## src/rtl/bmdc_pkg.sv

```systemverilog
// ----------------------------------------------------------------------------
// bmdc_pkg
// Shared constants and payload types of the block-mean DC offset remover.
// ----------------------------------------------------------------------------
`default_nettype none

package bmdc_pkg;

  // Default configuration of the block
  localparam int unsigned MAX_BLOCK_DEF      = 64;
  localparam int unsigned MEAN_FRAC_BITS_DEF = 8;

  // Fixed field widths
  localparam int unsigned SAMPLE_W = 16;
  localparam int unsigned WEIGHT_W = 16;
  localparam int          SMP_MAX  = 32767;
  localparam int          SMP_MIN  = -32768;

  // Divider defaults: sum of MAX_BLOCK samples over a count up to MAX_BLOCK
  localparam int unsigned CNT_W_DEF = $clog2(MAX_BLOCK_DEF + 1);
  localparam int unsigned SUM_W_DEF = SAMPLE_W + CNT_W_DEF;

  // Register port
  localparam int unsigned APB_AW = 3;
  localparam int unsigned APB_DW = 32;
  localparam logic [WEIGHT_W-1:0] WEIGHT_RESET = 16'd9830;

  typedef enum logic {
    REG_CHANNEL_MODE  = 1'b0,
    REG_SMOOTH_WEIGHT = 1'b1
  } cfg_reg_e;

  typedef struct packed {
    logic signed [SAMPLE_W-1:0] sample_left;
    logic signed [SAMPLE_W-1:0] sample_right;
    logic                       last_in_block;
  } bmdc_in_t;

  typedef struct packed {
    logic signed [SAMPLE_W-1:0] out_left;
    logic signed [SAMPLE_W-1:0] out_right;
    logic                       last_out;
    logic                       overflow_flag;
  } bmdc_out_t;

endpackage

`default_nettype wire

```

## src/rtl/bmdc_if.sv

```systemverilog
// ----------------------------------------------------------------------------
// bmdc_if
// Valid/ready channels carrying input samples and DC-free results.
// ----------------------------------------------------------------------------
`default_nettype none

interface bmdc_in_if;
  logic               valid;
  logic               ready;
  bmdc_pkg::bmdc_in_t data;

  modport source (output valid, output data, input ready);
  modport sink   (input valid, input data, output ready);
endinterface

interface bmdc_out_if;
  logic                valid;
  logic                ready;
  bmdc_pkg::bmdc_out_t data;

  modport source (output valid, output data, input ready);
  modport sink   (input valid, input data, output ready);
endinterface

`default_nettype wire

```

## src/rtl/bmdc_div.sv

```systemverilog
// ----------------------------------------------------------------------------
// bmdc_div
// Iterative signed-by-unsigned divider, one quotient bit per cycle,
// quotient truncated toward zero.
// ----------------------------------------------------------------------------
`default_nettype none

module bmdc_div #(
  parameter int unsigned NUM_W = bmdc_pkg::SUM_W_DEF,
  parameter int unsigned DEN_W = bmdc_pkg::CNT_W_DEF
) (
  input  logic                    clk_i,
  input  logic                    rst_ni,
  input  logic                    start_i,
  input  logic signed [NUM_W-1:0] num_i,
  input  logic        [DEN_W-1:0] den_i,
  output logic                    done_o,
  output logic signed [NUM_W-1:0] quo_o
);

  localparam int unsigned STEP_W = $clog2(NUM_W + 1);

  logic              busy_q;
  logic              done_q;
  logic [STEP_W-1:0] step_q;
  logic [NUM_W-1:0]  quo_q;
  logic [DEN_W-1:0]  rem_q;
  logic [DEN_W-1:0]  den_q;
  logic              neg_q;

  logic [DEN_W:0] rem_sh;
  logic [DEN_W:0] rem_sub;
  logic           take;

  // Shift in the next dividend bit and try one subtraction
  always_comb begin
    rem_sh  = {rem_q, quo_q[NUM_W-1]};
    rem_sub = rem_sh - {1'b0, den_q};
    take    = (rem_sh >= {1'b0, den_q});
  end

  // Sequence control
  always_ff @(posedge clk_i or negedge rst_ni) begin
    if (!rst_ni) begin
      busy_q <= 1'b0;
      done_q <= 1'b0;
      step_q <= '0;
    end else begin
      done_q <= 1'b0;
      if (start_i) begin
        busy_q <= 1'b1;
        step_q <= '0;
      end else if (busy_q) begin
        step_q <= step_q + STEP_W'(1);
        if (step_q == STEP_W'(NUM_W - 1)) begin
          busy_q <= 1'b0;
          done_q <= 1'b1;
        end
      end
    end
  end

  // Datapath: work on magnitudes, restore the sign at the end
  always_ff @(posedge clk_i) begin
    if (start_i) begin
      den_q <= den_i;
      neg_q <= num_i[NUM_W-1];
      quo_q <= num_i[NUM_W-1] ? (-num_i) : num_i;
      rem_q <= '0;
    end else if (busy_q) begin
      quo_q <= {quo_q[NUM_W-2:0], take};
      rem_q <= take ? rem_sub[DEN_W-1:0] : rem_sh[DEN_W-1:0];
    end
  end

  assign done_o = done_q;
  assign quo_o  = neg_q ? $signed(-quo_q) : $signed(quo_q);

endmodule

`default_nettype wire

```

## src/rtl/block_mean_dc_offset_remover.sv

```systemverilog
// ----------------------------------------------------------------------------
// block_mean_dc_offset_remover
// Buffers a block of mono or stereo samples, updates a smoothed per-channel
// mean from the block average and replays the block with the mean removed.
// ----------------------------------------------------------------------------
// Input is ready throughout the collection of a block. When the item marked
// last arrives, the block average of each active channel comes from a shared
// bit-serial divider, started in S_DIV and awaited in S_WAIT; S_MUL registers
// the weighted difference and S_UPD updates the smoothed mean. A stereo block
// runs these states for the left and then the right channel, a mono block for
// the left only. The block is then replayed from the sample store; the store
// read is registered ahead of the output register, and a new word is read
// only after the previous one has been loaded there. Input is held off from
// the last input transfer of a block until its final result is in the output
// register, and the hold-off grows while the output stalls. Register writes
// are expected only while the block is idle.
`default_nettype none

module block_mean_dc_offset_remover #(
  parameter int unsigned MAX_BLOCK      = bmdc_pkg::MAX_BLOCK_DEF,
  parameter int unsigned MEAN_FRAC_BITS = bmdc_pkg::MEAN_FRAC_BITS_DEF
) (
  input  logic                          clk_i,
  input  logic                          rst_ni,
  bmdc_in_if.sink                       in_i,
  bmdc_out_if.source                    out_o,
  input  logic                          psel,
  input  logic                          penable,
  input  logic                          pwrite,
  input  logic [bmdc_pkg::APB_AW-1:0]   paddr,
  input  logic [bmdc_pkg::APB_DW-1:0]   pwdata,
  output logic [bmdc_pkg::APB_DW-1:0]   prdata,
  output logic                          pready
);

  import bmdc_pkg::*;

  localparam int unsigned CNT_W  = $clog2(MAX_BLOCK + 1);
  localparam int unsigned ADDR_W = (MAX_BLOCK > 1) ? $clog2(MAX_BLOCK) : 1;
  localparam int unsigned SUM_W  = SAMPLE_W + CNT_W;
  localparam int unsigned MEAN_W = SAMPLE_W + MEAN_FRAC_BITS;
  localparam int unsigned DIFF_W = MEAN_W + 1;
  localparam int unsigned PROD_W = DIFF_W + WEIGHT_W + 1;
  localparam int unsigned DC_W   = MEAN_W + 1;
  localparam int unsigned WORD_W = 2 * SAMPLE_W;

  localparam logic [DC_W-1:0]        FRAC_MASK =
      DC_W'((64'd1 << MEAN_FRAC_BITS) - 64'd1);
  localparam logic signed [DC_W-1:0] SAT_HI = DC_W'(SMP_MAX);
  localparam logic signed [DC_W-1:0] SAT_LO = DC_W'(SMP_MIN);

  typedef enum logic [2:0] {
    S_COLLECT,
    S_DIV,
    S_WAIT,
    S_MUL,
    S_UPD,
    S_REPLAY
  } state_e;

  // Subtract the mean, truncate the fraction toward zero, saturate
  function automatic logic signed [SAMPLE_W-1:0] remove_dc(
    input logic signed [SAMPLE_W-1:0] s,
    input logic signed [MEAN_W-1:0]   m
  );
    logic signed [DC_W-1:0] d;
    logic signed [DC_W-1:0] q;
    d = ($signed(DC_W'(s)) <<< MEAN_FRAC_BITS) - $signed(DC_W'(m));
    q = d >>> MEAN_FRAC_BITS;
    if (d[DC_W-1] && ((d & FRAC_MASK) != '0)) begin
      q = q + DC_W'(1);
    end
    if (q > SAT_HI) begin
      remove_dc = SAT_HI[SAMPLE_W-1:0];
    end else if (q < SAT_LO) begin
      remove_dc = SAT_LO[SAMPLE_W-1:0];
    end else begin
      remove_dc = q[SAMPLE_W-1:0];
    end
  endfunction

  // --------------------------------------------------------------------------
  // Register port
  // --------------------------------------------------------------------------
  logic                mode_q;
  logic [WEIGHT_W-1:0] weight_q;
  logic                cfg_wr;
  cfg_reg_e            cfg_sel;

  assign cfg_wr  = psel && penable && pwrite;
  assign cfg_sel = cfg_reg_e'(paddr[2]);
  assign pready  = 1'b1;

  always_ff @(posedge clk_i or negedge rst_ni) begin
    if (!rst_ni) begin
      mode_q   <= 1'b0;
      weight_q <= WEIGHT_RESET;
    end else if (cfg_wr) begin
      unique case (cfg_sel)
        REG_CHANNEL_MODE:  mode_q   <= pwdata[0];
        REG_SMOOTH_WEIGHT: weight_q <= pwdata[WEIGHT_W-1:0];
        default:           mode_q   <= mode_q;
      endcase
    end
  end

  always_comb begin
    unique case (cfg_sel)
      REG_CHANNEL_MODE:  prdata = {{(APB_DW-1){1'b0}}, mode_q};
      REG_SMOOTH_WEIGHT: prdata = {{(APB_DW-WEIGHT_W){1'b0}}, weight_q};
      default:           prdata = '0;
    endcase
  end

  // --------------------------------------------------------------------------
  // Control and datapath state
  // --------------------------------------------------------------------------
  state_e                   state_q;
  logic signed [SUM_W-1:0]  sum_l_q;
  logic signed [SUM_W-1:0]  sum_r_q;
  logic        [CNT_W-1:0]  cnt_q;
  logic                     drop_q;
  logic                     stereo_q;
  logic                     chan_q;
  logic signed [SAMPLE_W-1:0] avg_q;
  logic signed [PROD_W-1:0] prod_q;
  logic signed [MEAN_W-1:0] mean_l_q;
  logic signed [MEAN_W-1:0] mean_r_q;
  logic        [CNT_W-1:0]  rep_q;
  logic                     rd_pend_q;
  logic                     rd_last_q;
  logic        [WORD_W-1:0] rd_data_q;
  logic                     out_valid_q;
  bmdc_out_t                out_data_q;

  logic in_fire;
  logic has_room;
  logic wr_en;
  logic rd_issue;

  assign in_i.ready = (state_q == S_COLLECT);
  assign in_fire    = in_i.valid && in_i.ready;
  assign has_room   = (cnt_q < CNT_W'(MAX_BLOCK));
  assign wr_en      = in_fire && has_room;
  assign rd_issue   = (state_q == S_REPLAY) && !rd_pend_q
                   && (!out_valid_q || out_o.ready) && (rep_q != cnt_q);

  // Shared divider for the block averages
  logic                    div_start;
  logic                    div_done;
  logic signed [SUM_W-1:0] div_num;
  logic signed [SUM_W-1:0] div_quo;

  assign div_start = (state_q == S_DIV);
  assign div_num   = chan_q ? sum_r_q : sum_l_q;

  bmdc_div #(
    .NUM_W (SUM_W),
    .DEN_W (CNT_W)
  ) u_div (
    .clk_i   (clk_i),
    .rst_ni  (rst_ni),
    .start_i (div_start),
    .num_i   (div_num),
    .den_i   (cnt_q),
    .done_o  (div_done),
    .quo_o   (div_quo)
  );

  // Mean update: mean += floor(w * (avg - mean) / 2^16)
  logic signed [MEAN_W-1:0] cur_mean;
  logic signed [MEAN_W-1:0] avg_fix;
  logic signed [DIFF_W-1:0] diff;
  logic signed [PROD_W-1:0] prod;
  logic signed [MEAN_W-1:0] new_mean;

  always_comb begin
    cur_mean = chan_q ? mean_r_q : mean_l_q;
    avg_fix  = $signed(MEAN_W'(avg_q)) <<< MEAN_FRAC_BITS;
    diff     = $signed(DIFF_W'(avg_fix)) - $signed(DIFF_W'(cur_mean));
    prod     = diff * $signed({1'b0, weight_q});
    new_mean = cur_mean + MEAN_W'(prod_q >>> WEIGHT_W);
  end

  // Result for the word just read from the store
  bmdc_out_t out_next;

  always_comb begin
    out_next.out_left      = remove_dc(rd_data_q[SAMPLE_W-1:0], mean_l_q);
    out_next.out_right     = stereo_q ? remove_dc(rd_data_q[WORD_W-1:SAMPLE_W], mean_r_q)
                                      : '0;
    out_next.last_out      = rd_last_q;
    out_next.overflow_flag = drop_q;
  end

  // Sample store: one write port, one registered read port
  logic [WORD_W-1:0] store_mem [MAX_BLOCK];

  always_ff @(posedge clk_i) begin
    if (wr_en) begin
      store_mem[cnt_q[ADDR_W-1:0]] <= {in_i.data.sample_right, in_i.data.sample_left};
    end
    if (rd_issue) begin
      rd_data_q <= store_mem[rep_q[ADDR_W-1:0]];
    end
  end

  // Block-end arithmetic registers
  always_ff @(posedge clk_i) begin
    if (state_q == S_WAIT && div_done) begin
      avg_q <= div_quo[SAMPLE_W-1:0];
    end
    if (state_q == S_MUL) begin
      prod_q <= prod;
    end
  end

  // Sequencer, accumulators, means and output register
  always_ff @(posedge clk_i or negedge rst_ni) begin
    if (!rst_ni) begin
      state_q     <= S_COLLECT;
      sum_l_q     <= '0;
      sum_r_q     <= '0;
      cnt_q       <= '0;
      drop_q      <= 1'b0;
      stereo_q    <= 1'b0;
      chan_q      <= 1'b0;
      mean_l_q    <= '0;
      mean_r_q    <= '0;
      rep_q       <= '0;
      rd_pend_q   <= 1'b0;
      rd_last_q   <= 1'b0;
      out_valid_q <= 1'b0;
      out_data_q  <= '0;
    end else begin
      // Drain the output register; a new load below takes precedence
      if (out_valid_q && out_o.ready) begin
        out_valid_q <= 1'b0;
      end

      unique case (state_q)
        S_COLLECT: begin
          if (in_fire) begin
            if (has_room) begin
              sum_l_q <= sum_l_q + SUM_W'(in_i.data.sample_left);
              sum_r_q <= sum_r_q + SUM_W'(in_i.data.sample_right);
              cnt_q   <= cnt_q + CNT_W'(1);
            end else begin
              drop_q <= 1'b1;
            end
            if (in_i.data.last_in_block) begin
              stereo_q <= mode_q;
              chan_q   <= 1'b0;
              state_q  <= S_DIV;
            end
          end
        end
        S_DIV: begin
          state_q <= S_WAIT;
        end
        S_WAIT: begin
          if (div_done) begin
            state_q <= S_MUL;
          end
        end
        S_MUL: begin
          state_q <= S_UPD;
        end
        S_UPD: begin
          if (chan_q) begin
            mean_r_q <= new_mean;
          end else begin
            mean_l_q <= new_mean;
          end
          if (!chan_q && stereo_q) begin
            chan_q  <= 1'b1;
            state_q <= S_DIV;
          end else begin
            chan_q  <= 1'b0;
            sum_l_q <= '0;
            sum_r_q <= '0;
            rep_q   <= '0;
            state_q <= S_REPLAY;
          end
        end
        S_REPLAY: begin
          rd_pend_q <= rd_issue;
          if (rd_issue) begin
            rd_last_q <= ((rep_q + CNT_W'(1)) == cnt_q);
            rep_q     <= rep_q + CNT_W'(1);
          end
          // Load the word read last cycle
          if (rd_pend_q) begin
            out_data_q  <= out_next;
            out_valid_q <= 1'b1;
            if (rd_last_q) begin
              cnt_q   <= '0;
              drop_q  <= 1'b0;
              state_q <= S_COLLECT;
            end
          end
        end
        default: begin
          state_q <= S_COLLECT;
        end
      endcase
    end
  end

  assign out_o.valid = out_valid_q;
  assign out_o.data  = out_data_q;

  // --------------------------------------------------------------------------
  // Assertions
  // --------------------------------------------------------------------------
  a_cnt_bound: assert property (@(posedge clk_i) disable iff (!rst_ni)
    cnt_q <= CNT_W'(MAX_BLOCK))
    else $error("item count beyond block capacity");

  a_load_free: assert property (@(posedge clk_i) disable iff (!rst_ni)
    rd_pend_q |-> !out_valid_q)
    else $error("store read returns while output register is occupied");

  a_div_owner: assert property (@(posedge clk_i) disable iff (!rst_ni)
    div_done |-> (state_q == S_WAIT))
    else $error("divider finished outside of its wait state");

  a_block_end: assert property (@(posedge clk_i) disable iff (!rst_ni)
    (state_q == S_REPLAY && rd_pend_q && rd_last_q)
      |=> (state_q == S_COLLECT && cnt_q == '0 && out_valid_q))
    else $error("block did not close after its final result");

endmodule

`default_nettype wire

```

## src/flat_wrapper.sv

```systemverilog
// flat-port wrapper written by rule: the top's interface ports become plain ports
module block_mean_dc_offset_remover_flat import bmdc_pkg::*;
#(
  parameter int unsigned MAX_BLOCK      = bmdc_pkg::MAX_BLOCK_DEF,
  parameter int unsigned MEAN_FRAC_BITS = bmdc_pkg::MEAN_FRAC_BITS_DEF
)
  (clk_i, rst_ni, psel, penable, pwrite, paddr, pwdata, prdata, pready, in_i_valid, in_i_data, in_i_ready, out_o_valid, out_o_data, out_o_ready);
  bmdc_in_if in_i_i ();
  bmdc_out_if out_o_i ();
  input  logic clk_i;
  input  logic rst_ni;
  input  logic psel;
  input  logic penable;
  input  logic pwrite;
  input  logic [bmdc_pkg::APB_AW-1:0] paddr;
  input  logic [bmdc_pkg::APB_DW-1:0] pwdata;
  output logic [bmdc_pkg::APB_DW-1:0] prdata;
  output logic pready;
  input wire logic [$bits(in_i_i.valid)-1:0] in_i_valid;
  input wire logic [$bits(in_i_i.data)-1:0] in_i_data;
  output wire logic [$bits(in_i_i.ready)-1:0] in_i_ready;
  output wire logic [$bits(out_o_i.valid)-1:0] out_o_valid;
  output wire logic [$bits(out_o_i.data)-1:0] out_o_data;
  input wire logic [$bits(out_o_i.ready)-1:0] out_o_ready;
  assign in_i_i.valid = in_i_valid;
  assign in_i_i.data = in_i_data;
  assign in_i_ready = in_i_i.ready;
  assign out_o_valid = out_o_i.valid;
  assign out_o_data = out_o_i.data;
  assign out_o_i.ready = out_o_ready;
  block_mean_dc_offset_remover #(.MAX_BLOCK(MAX_BLOCK), .MEAN_FRAC_BITS(MEAN_FRAC_BITS)) u_core (.clk_i(clk_i), .rst_ni(rst_ni), .in_i(in_i_i), .out_o(out_o_i), .psel(psel), .penable(penable), .pwrite(pwrite), .paddr(paddr), .pwdata(pwdata), .prdata(prdata), .pready(pready));
endmodule
```

## config.mk

```make
export PLATFORM = sky130hd
export DESIGN_NAME = block_mean_dc_offset_remover_flat
export DESIGN_NICKNAME = d
export VERILOG_FILES = /design/src/rtl/bmdc_pkg.sv /design/src/rtl/bmdc_if.sv /design/src/rtl/bmdc_div.sv /design/src/rtl/block_mean_dc_offset_remover.sv /design/src/flat_wrapper.sv
export SDC_FILE = /design/constraint.sdc
export NUM_CORES = 2
export LEC_CHECK = 0
export ABC_CLOCK_PERIOD_IN_PS = 16000
export BUFFER_PORTS_ARGS = -buffer_cell sky130_fd_sc_hd__buf_4
export CORE_ASPECT_RATIO = 0.7
export CORE_UTILIZATION = 41
export CTS_BUF_LIST = sky130_fd_sc_hd__clkbuf_8
export CTS_CLUSTER_DIAMETER = 60
export CTS_CLUSTER_SIZE = 30
export DETAILED_ROUTE_END_ITERATION = 7
export HOLD_SLACK_MARGIN = 0.03
export SLEW_MARGIN = 20
export SYNTH_ARGS = -nofsm -noshare
export SYNTH_HDL_FRONTEND = slang
export SYNTH_SLANG_ARGS = --single-unit
```

## constraint.sdc

```tcl
create_clock -name clk_i -period 16 [get_ports clk_i]
set_input_delay 0 -clock clk_i [delete_from_list [all_inputs] [get_ports clk_i]]
set_output_delay 0 -clock clk_i [all_outputs]
set_load 0.005 [all_outputs]
```

==> results.cfg <==
[sta]
post-route-period-util_pct = 63.89
slew_violations = 0
rsz0062_at_grt = false
tightestPinTransition_ns = 1.118
period_needed_ns = 10.22
clock-skew-final_ns = 0.1243
finalHoldViolCount = 0
slew_headroom_pct = 23.57
fmax_mhz = 97.82
fin_setup_tns_ns = 0
setup_viol = 0

[route]
dr.first_iter.drc_count = 7479
wirelength_um = 298200
drcViolationCount = 0
vias_per_cell = 5.785
ant_nets = 0
wl_per_cell_um = 28.83
drtPass1Iterations = 6
vias = 59840

[synth]
synth_edf_count = 2151
ys_ff_latch = 2333
async_reset_ff_share_pct = 7.501
yosys_most_used_dff = edfxtp_1
synth-seq-area-share_pct = 62.65
yosys_warnings = 0
ys_types = 97
synthCells = 6556
syn-cell-area_mm2 = 0.1103
syn_avg_cell_area_um2 = 16.83

[floorplan]
std_cell_rows = 158
ios = 144
die_y_um = 436
initial_core_util_pct = 41.46
core_mm2 = 0.2661
dieWidth_um = 622.0
fp.dieArea_mm2 = 0.2712

[clock_tree]
clock_sinks = 2333
cts_setup_buffers = 0
cts_inserted_buffers = 112
clock_path_buffers = 3
cts_tree = yes
cts-root-buf = clkbuf_8
ctsResizeCount = 0
cts_htree_levels = 3
clkTransAtPathRegs_ns = 0.16
clk_latency_ns = 0.96

[grt]
grt_usage_pct = 21.87
grt_pass1_vias = 58870
grt_max_degree = 113
antenna_found_initial = 21
globalRouteOverflowTotal = 0
grt_pass1_wl_um = 428400

[layout]
layout-drive-gt1-share_pct = 18.98
areaGrowthSynthToFinish_pct = 8.561
layoutNonFillerInstCount = 10340
fillers = 22870
final_util_pct = 45.01
fin_nets = 7424
multiInputGateArea_mm2 = 0.03849
seqCellArea_mm2 = 0.06914

[critical_path]
start_kind = register
required_ns = 16.71
cp-end-kind = register
worst_path_largest_cell_delay_ns = 0.87
critPathSlowestCell = xnor2_2
path_common_cell = fa_1
cp_max_fo = 64
criticalPathCategory = register to register
crit_arrival_ns = 10.93

[status]
status = complete, no violations

[placement]
globalplace.congestion = 0.8662
place_hpwl_um = 185200
placed_cells_incl_taps = 10040
io_buffers = 108

[hold_path]
hp-class = primary input to register

[run]
max-cap-violations = 0
-- placed cells by master, fill, tap and decap left out, types with 17 or more instances in the layout --
| cell type | instances |
|---|---|
| inv_1 | 551 |
| edfxtp_1 | 2151 |
| dfrtp_1 | 161 |
| o211ai_1 | 26 |
| nand2_1 | 509 |
| nor2b_1 | 28 |
| mux4_2 | 672 |
| nor2_4 | 64 |
| conb_1 | 17 |
| a21oi_1 | 122 |
| a31oi_1 | 18 |
| nand3_1 | 59 |
| buf_4 | 257 |
| ha_1 | 237 |
| mux2i_1 | 36 |
| dlygate4sd3_1 | 99 |
| o21ai_0 | 186 |
| clkbuf_8 | 114 |
| fa_1 | 376 |
| or3_1 | 19 |
| and2_1 | 193 |
| mux2_2 | 29 |
| nand2b_1 | 19 |
| o21a_1 | 39 |
| nor3_1 | 55 |
| nor2_1 | 136 |
| xnor2_1 | 125 |
| o31ai_1 | 23 |
| and3_1 | 26 |
| a21o_1 | 52 |
| xor2_1 | 93 |
| nand4_1 | 19 |
-- flip-flops by register name (all words and copies together), names as in the netlist, 3 cells and up --
name                 flops
u_core.store_mem      2048
u_core.out_o.data       34
u_core.rd_data_q        32
u_core.mean_l_q         24
u_core.mean_r_q         24
u_core.prod_q           24
u_core.sum_l_q          23
u_core.sum_r_q          23
u_core.u_div.quo_q      23
u_core.avg_q            16
u_core.weight_q         16
u_core.cnt_q             7
u_core.rep_q             7
u_core.u_div.den_q       7
u_core.u_div.rem_q       7
u_core.u_div.step_q      5
u_core.state_q           3
-- kinds of logic (layout without fill, tap and decap cells) --
logic type               count (synthesis)  count (layout)  share of synthesized area [%]
adder cells (fa/ha/maj)                613             613                          9.511
XOR/XNOR                               229             229                          1.832
AND/OR/NAND/NOR                       1200            1200                          5.198
other                                    2              22                       0.006807
AO/OA/AOI/OAI                          581             581                          3.426
buffers and inverters                  861            1109                          3.033
flip-flops                            2333            2333                          62.65
multiplexers                           737             737                          14.34
-- worst paths after layout --
path                                          endpoint  slack, ns  cells after the start                  start
worst max-delay path                 u_core.prod_q[38]       5.78                     31          u_core.chan_q
worst min-delay path            u_core.store_mem[1][8]       0.10                      2          in_i_data[25]
worst max register to register       u_core.prod_q[38]       5.78                     31          u_core.chan_q
worst min register to register   u_core.u_div.rem_q[6]       0.49                      2  u_core.u_div.rem_q[6]
max in group asynchronous           u_core.sum_r_q[21]      14.07                      5                 rst_ni
min in group asynchronous           u_core.mean_l_q[5]       0.23                      4                 rst_ni
-- timing repair --
action | CTS | global route
endpoints found under the hold margin | 2219 | 0
hold buffers | 100 | 0
endpoints found under the setup margin | 0 | 0
-- routing by layer --
| layer | track usage [%] | vias to the layer above | routed length, µm |
|---|---|---|---|
| met3 | 4.046 | 258 | 26700 |
| met1 | 34.65 | 32180 | 137500 |
| met2 | 31.84 | 2504 | 129100 |
| li1 | - | 24890 | - |
| met4 | 3.467 | 6 | 4892 |
| met5 | 0 | - | 44 |
-- stage by stage --
step	instance area (µm²)	worst slack [ns]	hold WS [ns]
after floorplan	110400	6.480	-0.2956
after global placement	116100	5.789	0.02646
after detailed placement	116100	5.715	0.04192
after CTS	119700	5.735	0.03206
after global routing	119800	5.161	0.04744
final	119800	5.778	0.1011
-- cells in the mapped netlist (39+ instances only) --
cell type     n  area, µm²
inv_1       549       2061
xnor2_1     128       1121
clkbuf_1    226      848.3
a21oi_1     123      615.6
nand2_1     509       1911
nor3_1       55      275.3
nor2_1      201      754.5
dfrtp_1     168       4204
o21ai_0     186      930.9
nand3_1      59      295.3
a21o_1       52      390.4
fa_1        376       7527
xor2_1       99      867.1
mux4_2      672      15130
o21a_1       39      292.8
edfxtp_1   2151      64590
ha_1        237       2965
and2_1      193       1207
buf_1        48      180.2
-- critical path: cells and delay by family (launching register included) --
| kind | cells | cell delay (ns) |
|---|---|---|
| flops | 1 | 0.60 |
| fa+ha+maj | 8 | 3.68 |
| simple gates | 3 | 0.36 |
| buf+inv | 4 | 0.84 |
| compound gates | 14 | 3.48 |
| xor+xnor | 2 | 1.03 |
-- cell type report --
class                           count  area share [%]
Inverter                          551           1.727
Clock inverter                     84          0.8943
Sequential cell                  2333           57.73
Timing Repair Buffer              361           2.529
Tap cell                         3520           3.677
Clock buffer                      113           1.299
Multi-Input combinational cell   3377           32.13
Antenna cell                        5         0.01045
Power is not shown: default switching activity piles up to over one toggle a cycle in this logic, so the estimate is an artifact.
